File: src/rtl/sfd_pkg.sv
package sfd_pkg;

  // Sample and line geometry. LINE_DEPTH must be a power of two.
  localparam int SAMPLE_W   = 24;
  localparam int LINE_DEPTH = 131072;
  localparam int ADDR_W     = $clog2(LINE_DEPTH);
  localparam int FRAME_W    = 2 * SAMPLE_W;

  // Configuration register widths.
  localparam int DELAY_W    = 17;
  localparam int FB_W       = 16;
  localparam int MIX_W      = 17;
  localparam int CFG_IDX_W  = 2;
  localparam int CFG_DATA_W = 17;

  // Q0.16 feedback gain and Q1.16 mix gain format.
  localparam int FRAC_W     = 16;
  localparam int ROUND_HALF = 1 << (FRAC_W - 1);
  localparam int FB_MAX     = 62259;
  localparam int UNITY      = 1 << FRAC_W;

  typedef enum logic [CFG_IDX_W-1:0] {
    CFG_DELAY    = 2'd0,
    CFG_FEEDBACK = 2'd1,
    CFG_WET_MIX  = 2'd2
  } cfg_idx_e;

  // Per-transaction control handed from the top level to each channel lane.
  typedef struct packed {
    logic accept;    // a new frame enters the read stage
    logic mul_load;  // the read-stage frame moves into the product stage
    logic out_load;  // the product-stage frame moves into the output register
    logic use_fwd;   // delayed sample comes from the frame written just before
    logic use_mem;   // delayed sample slot has been written since reset
  } lane_ctrl_t;

endpackage

File: src/rtl/sfd_lane.sv
module sfd_lane (
  input  logic                                  clk_i,
  input  sfd_pkg::lane_ctrl_t                   ctrl_i,
  input  logic signed [sfd_pkg::SAMPLE_W-1:0]   x_i,
  input  logic signed [sfd_pkg::SAMPLE_W-1:0]   line_i,
  input  logic [sfd_pkg::FB_W-1:0]              fb_i,
  input  logic [sfd_pkg::MIX_W-1:0]             wet_i,
  input  logic [sfd_pkg::MIX_W-1:0]             dry_i,
  output logic signed [sfd_pkg::SAMPLE_W-1:0]   wr_data_o,
  output logic signed [sfd_pkg::SAMPLE_W-1:0]   y_o
);

  localparam int SW     = sfd_pkg::SAMPLE_W;
  localparam int PROD_W = SW + sfd_pkg::MIX_W + 1;
  localparam int ACC_W  = PROD_W - sfd_pkg::FRAC_W;
  localparam logic signed [PROD_W-1:0] Rnd = PROD_W'(sfd_pkg::ROUND_HALF);

  function automatic logic signed [SW-1:0] sat_sample(input logic signed [ACC_W-1:0] v);
    logic signed [SW-1:0] r;
    if (!v[ACC_W-1] && (|v[ACC_W-2:SW-1])) begin
      r = {1'b0, {(SW-1){1'b1}}};
    end else if (v[ACC_W-1] && !(&v[ACC_W-2:SW-1])) begin
      r = {1'b1, {(SW-1){1'b0}}};
    end else begin
      r = v[SW-1:0];
    end
    return r;
  endfunction

  logic signed [SW-1:0]     x_q;
  logic signed [SW-1:0]     fwd_q;
  logic signed [SW-1:0]     dl;
  logic signed [PROD_W-1:0] fb_prod;
  logic signed [PROD_W-1:0] fb_rnd;
  logic signed [ACC_W-1:0]  fb_sum;
  logic signed [PROD_W-1:0] p_dry_d, p_dry_q;
  logic signed [PROD_W-1:0] p_wet_d, p_wet_q;
  logic signed [PROD_W-1:0] mix_rnd;
  logic signed [SW-1:0]     y_d, y_q;

  // The frame written by the previous transaction is not yet visible in the
  // line memory read, so its write data is kept here for a short delay; a slot never written reads as zero.
  always_comb begin
    priority if (ctrl_i.use_fwd) begin
      dl = fwd_q;
    end else if (ctrl_i.use_mem) begin
      dl = line_i;
    end else begin
      dl = '0;
    end
  end

  always_comb begin
    fb_prod   = dl * $signed({1'b0, fb_i});
    fb_rnd    = fb_prod + Rnd;
    fb_sum    = ACC_W'(x_q) + $signed(fb_rnd[PROD_W-1:sfd_pkg::FRAC_W]);
    wr_data_o = sat_sample(fb_sum);
    p_dry_d   = x_q * $signed({1'b0, dry_i});
    p_wet_d   = dl * $signed({1'b0, wet_i});
  end

  always_comb begin
    mix_rnd = p_dry_q + p_wet_q + Rnd;
    y_d     = sat_sample($signed(mix_rnd[PROD_W-1:sfd_pkg::FRAC_W]));
  end

  always_ff @(posedge clk_i) begin
    if (ctrl_i.accept) begin
      x_q   <= x_i;
      fwd_q <= wr_data_o;
    end
    if (ctrl_i.mul_load) begin
      p_dry_q <= p_dry_d;
      p_wet_q <= p_wet_d;
    end
    if (ctrl_i.out_load) begin
      y_q <= y_d;
    end
  end

  assign y_o = y_q;

endmodule

File: config.mk
export PLATFORM = sky130hd
export DESIGN_NAME = sfd_lane
export DESIGN_NICKNAME = d
export VERILOG_FILES = /design/src/rtl/sfd_pkg.sv /design/src/rtl/sfd_lane.sv
export SDC_FILE = /design/constraint.sdc
export NUM_CORES = 2
export LEC_CHECK = 0
export BUFFER_PORTS_ARGS = -buffer_cell sky130_fd_sc_hd__buf_2
export CORE_MARGIN = 4
export CORE_UTILIZATION = 55
export CTS_BUF_LIST = sky130_fd_sc_hd__clkbuf_8
export DETAILED_ROUTE_END_ITERATION = 12
export GPL_ROUTABILITY_DRIVEN = 1
export PLACE_DENSITY_LB_ADDON = 0.1
export SYNTH_ARGS = -nofsm -noshare
export SYNTH_HDL_FRONTEND = slang
export SYNTH_SLANG_ARGS = --single-unit
export TNS_END_PERCENT = 20
File: constraint.sdc
create_clock -name clk_i -period 16.1 [get_ports clk_i]
set_input_delay 3.22 -clock clk_i [delete_from_list [all_inputs] [get_ports clk_i]]
set_output_delay 3.22 -clock clk_i [all_outputs]
set_load 0.01 [all_outputs]
==> impl_metrics.toml <==
[hold_path]
min_path_type = "reg2reg"
holdCritStartpoint = "p_wet_q[41]$_DFFE_PP_"

[grt]
grt_pass1_vias = 39700
global_route_met1_utilization_pct = 36.9
grt.busiest_layer = "met2"
grtUsageMet3_pct = 4.66
grtUsageTotal_pct = 27.0
largest_net_degree_at_the_start_of_global_routing = 78
groute.layer.met2.usage_pct = 44.8
grt_pass1_wl_um = 210000
globalRoute.totalOverflow = 0
antenna_found_initial = 12

[placed_design]
io_port_bufs = 151
gpl.final_weighted_congestion = 0.944
detailedPlacementHpwl_um = 104000

[worst_setup_path]
timing.critical_path.from = "ctrl_i[0]"
worst_path_max_delay_cell = "fa_1"
worst-setup-path-type = "in2out"
worst-r2r-setup-slack_ps = 6680
worst-endpoint-required_ps = 12880
crit_path_start_kind = "input pin"
crit_path_end_kind = "primary output"
critical_path_arrival_ps = 12550
crit_path_max_fanout = 20
crit_path_frequent_cell = "fa_1"
cp_slowest_stage_delay_ps = 590
timing.rr.start = "fwd_q[15]$_DFFE_PP_"

[timing]
rsz0062_at_grt = "no"
finalWorstPathRequiredPeriod_ps = 15770
tns_setup_ps = 0
hold_ws_ps = 963
max_freq_ghz = 0.0634
slew_headroom_pct = 21.0
setup_violations = 0
slew_violations = 0
finalClockSkew_ps = 40.2
tightest_slew_ps = 1180
hold_viol = 0
final_period_util_pct = 98.0

[logic_synthesis]
synth_area_leader_cell = "fa_1"
synthesis.instances = 5526
synth_async_sr_flop_share_pct = 0
yosysTopAreaCellShare_pct = 45.6
synth_enable_flop_cells = 156
mappedNetlistNets = 7241
synth-main-ff-cell = "edfxtp_1"
synth_cell_types = 86
synth_top_cells_by_area = "fa_1 (46%), ha_1 (10%), inv_1 (10%), edfxtp_1 (9.0%), and2_1 (6.6%)"
synth-seq-area-share_pct = 9.03
synth_top_cells_by_count = "inv_1 (1397), fa_1 (1183), nand2_1 (743)"
synthesis.area_per_instance_um2 = 9.39
yosysMostFrequentCell = "inv_1"
synth_seq_cells = 156
yosysWarningCount = 0
syn-cell-area_mm2 = 0.0519

[clocking]
holdBufCountCts = 0
clock_latency_at_the_later_pin_of_the_worst_skew_pair_ps = 600
cts-htree-levels = 4
num_cts_buffers = 17
clockRootBuffer = "clkbuf_8"
cts.sinks = 156
tritoncts_clock_tree = "done"
clock_pin_slew_on_the_worst_setup_and_hold_paths_ps = 90
clock_path_buffers = 2

[floorplan]
io-pin-count = 152
die_y_um = 315
overall_die_area_mm2 = 0.0993
start_util_pct = 55.5
core_mm2 = 0.0935
chipWidth_um = 315
num_rows = 112

[detailed_routing]
routed_via_density = 5.31
drt_wl_total_um = 126000
drt_iter0_drc = 1959
drtPass1Iterations = 5
drt.antenna.violating_nets = 0
wl_per_cell_um = 18.5
vias = 36200
remaining_drc_errors = 0

[final_layout]
fin_nets = 7252
area_delta_synth_final_pct = 4.80
post_route_cells_drive_above_1_share_pct = 5.51
utilization_pct = 58.2

[status]
status = "complete, no violations"

[run]
drv.max_cap_violation_count = 0
[cells in the final DEF (no fill, tap or decap), drive strengths merged, types with 7 or more instances in the layout]
cell and count:
a21oi 127, buf 211, a211oi 15, inv 1406
o211ai 12, nand3 26, and3 22, a21o 90
or3 11, clkbuf 17, nor2b 10, a22o 22
a31oi 8, a31o 7, and2 546, a2111oi 11
o21ai 90, edfxtp 156, nor3 24, nand2 743
o21bai 17, o21a 19, nand4 15, or2 7
ha 428, xnor2 116, nand2b 16, o31ai 7
nor2 69, fa 1183, xor2 37, a221oi 7
[per-layer routing]
| layer | part of all wire [%] | vias to the layer above |
|---|---|---|
| met4 | 2.7 | 10 |
| li1 | - | 16400 |
| met2 | 48 | 926 |
| met5 | 0.054 | - |
| met1 | 43 | 18600 |
| met3 | 6.3 | 176 |
[state kept, by name, indices dropped and copies added, names as in the netlist]
signal   count
fwd_q       24
p_dry_q     42
p_wet_q     42
x_q         24
y_o         24
[logic make-up after synthesis]
logic type	after synthesis	share of synthesized area [%]
compound gates	477	6.34
xor+xnor	153	2.61
fa+ha+maj	1611	56.0
buf+inv	1618	11.8
flops	156	9.03
mux	1	0.0193
simple gates	1510	14.3
[what timing repair did]
| item | CTS | global route |
|---|---|---|
| gates resized for setup | 0 | 30 |
| endpoints found under the setup margin | 0 | 23 |
| buffers inserted | 0 | 1 |
[cell type report]
cell class / instances / area, µm²
sequential: 156 / 4680
multi-input combinational: 3754 / 41200
inverter: 1397 / 5240
timing repair buffer: 211 / 1220
fill: 8423 / 39100
antenna: 6 / 15.0
clock buffer: 17 / 234
clock inverter: 15 / 176
tap: 1254 / 1570
[worst max-delay path: cells and delay by family]
| kind | cells | cell delay [ps] |
|---|---|---|
| adders and majority gates | 8 | 3740 |
| AOI/OAI and AO/OA | 14 | 3590 |
| buffers and inverters | 8 | 1010 |
| and+or+nand+nor | 4 | 660 |
| xor gates and xnor gates | 2 | 330 |
[metrics by stage]
stage / instances / instance area (µm²) / setup WS [ps]
floorplan: 5526 / 51900 / 1130
global placement: 6769 / 53800 / 479
detailed placement: 6769 / 53800 / 214
CTS: 6801 / 54200 / 186
global route: 6809 / 54400 / 3.90
finish: 6810 / 54400 / 329
[final timing paths]
path	cells after the start	end
max	36	wr_data_o[22]
min	3	y_o[23]$_SDFFCE_PP0P_
max reg2reg	34	fwd_q[22]$_DFFE_PP_
min reg2reg	3	y_o[23]$_SDFFCE_PP0P_
Power is not shown: default switching activity piles up to over one toggle a cycle in this logic, so the estimate is an artifact.
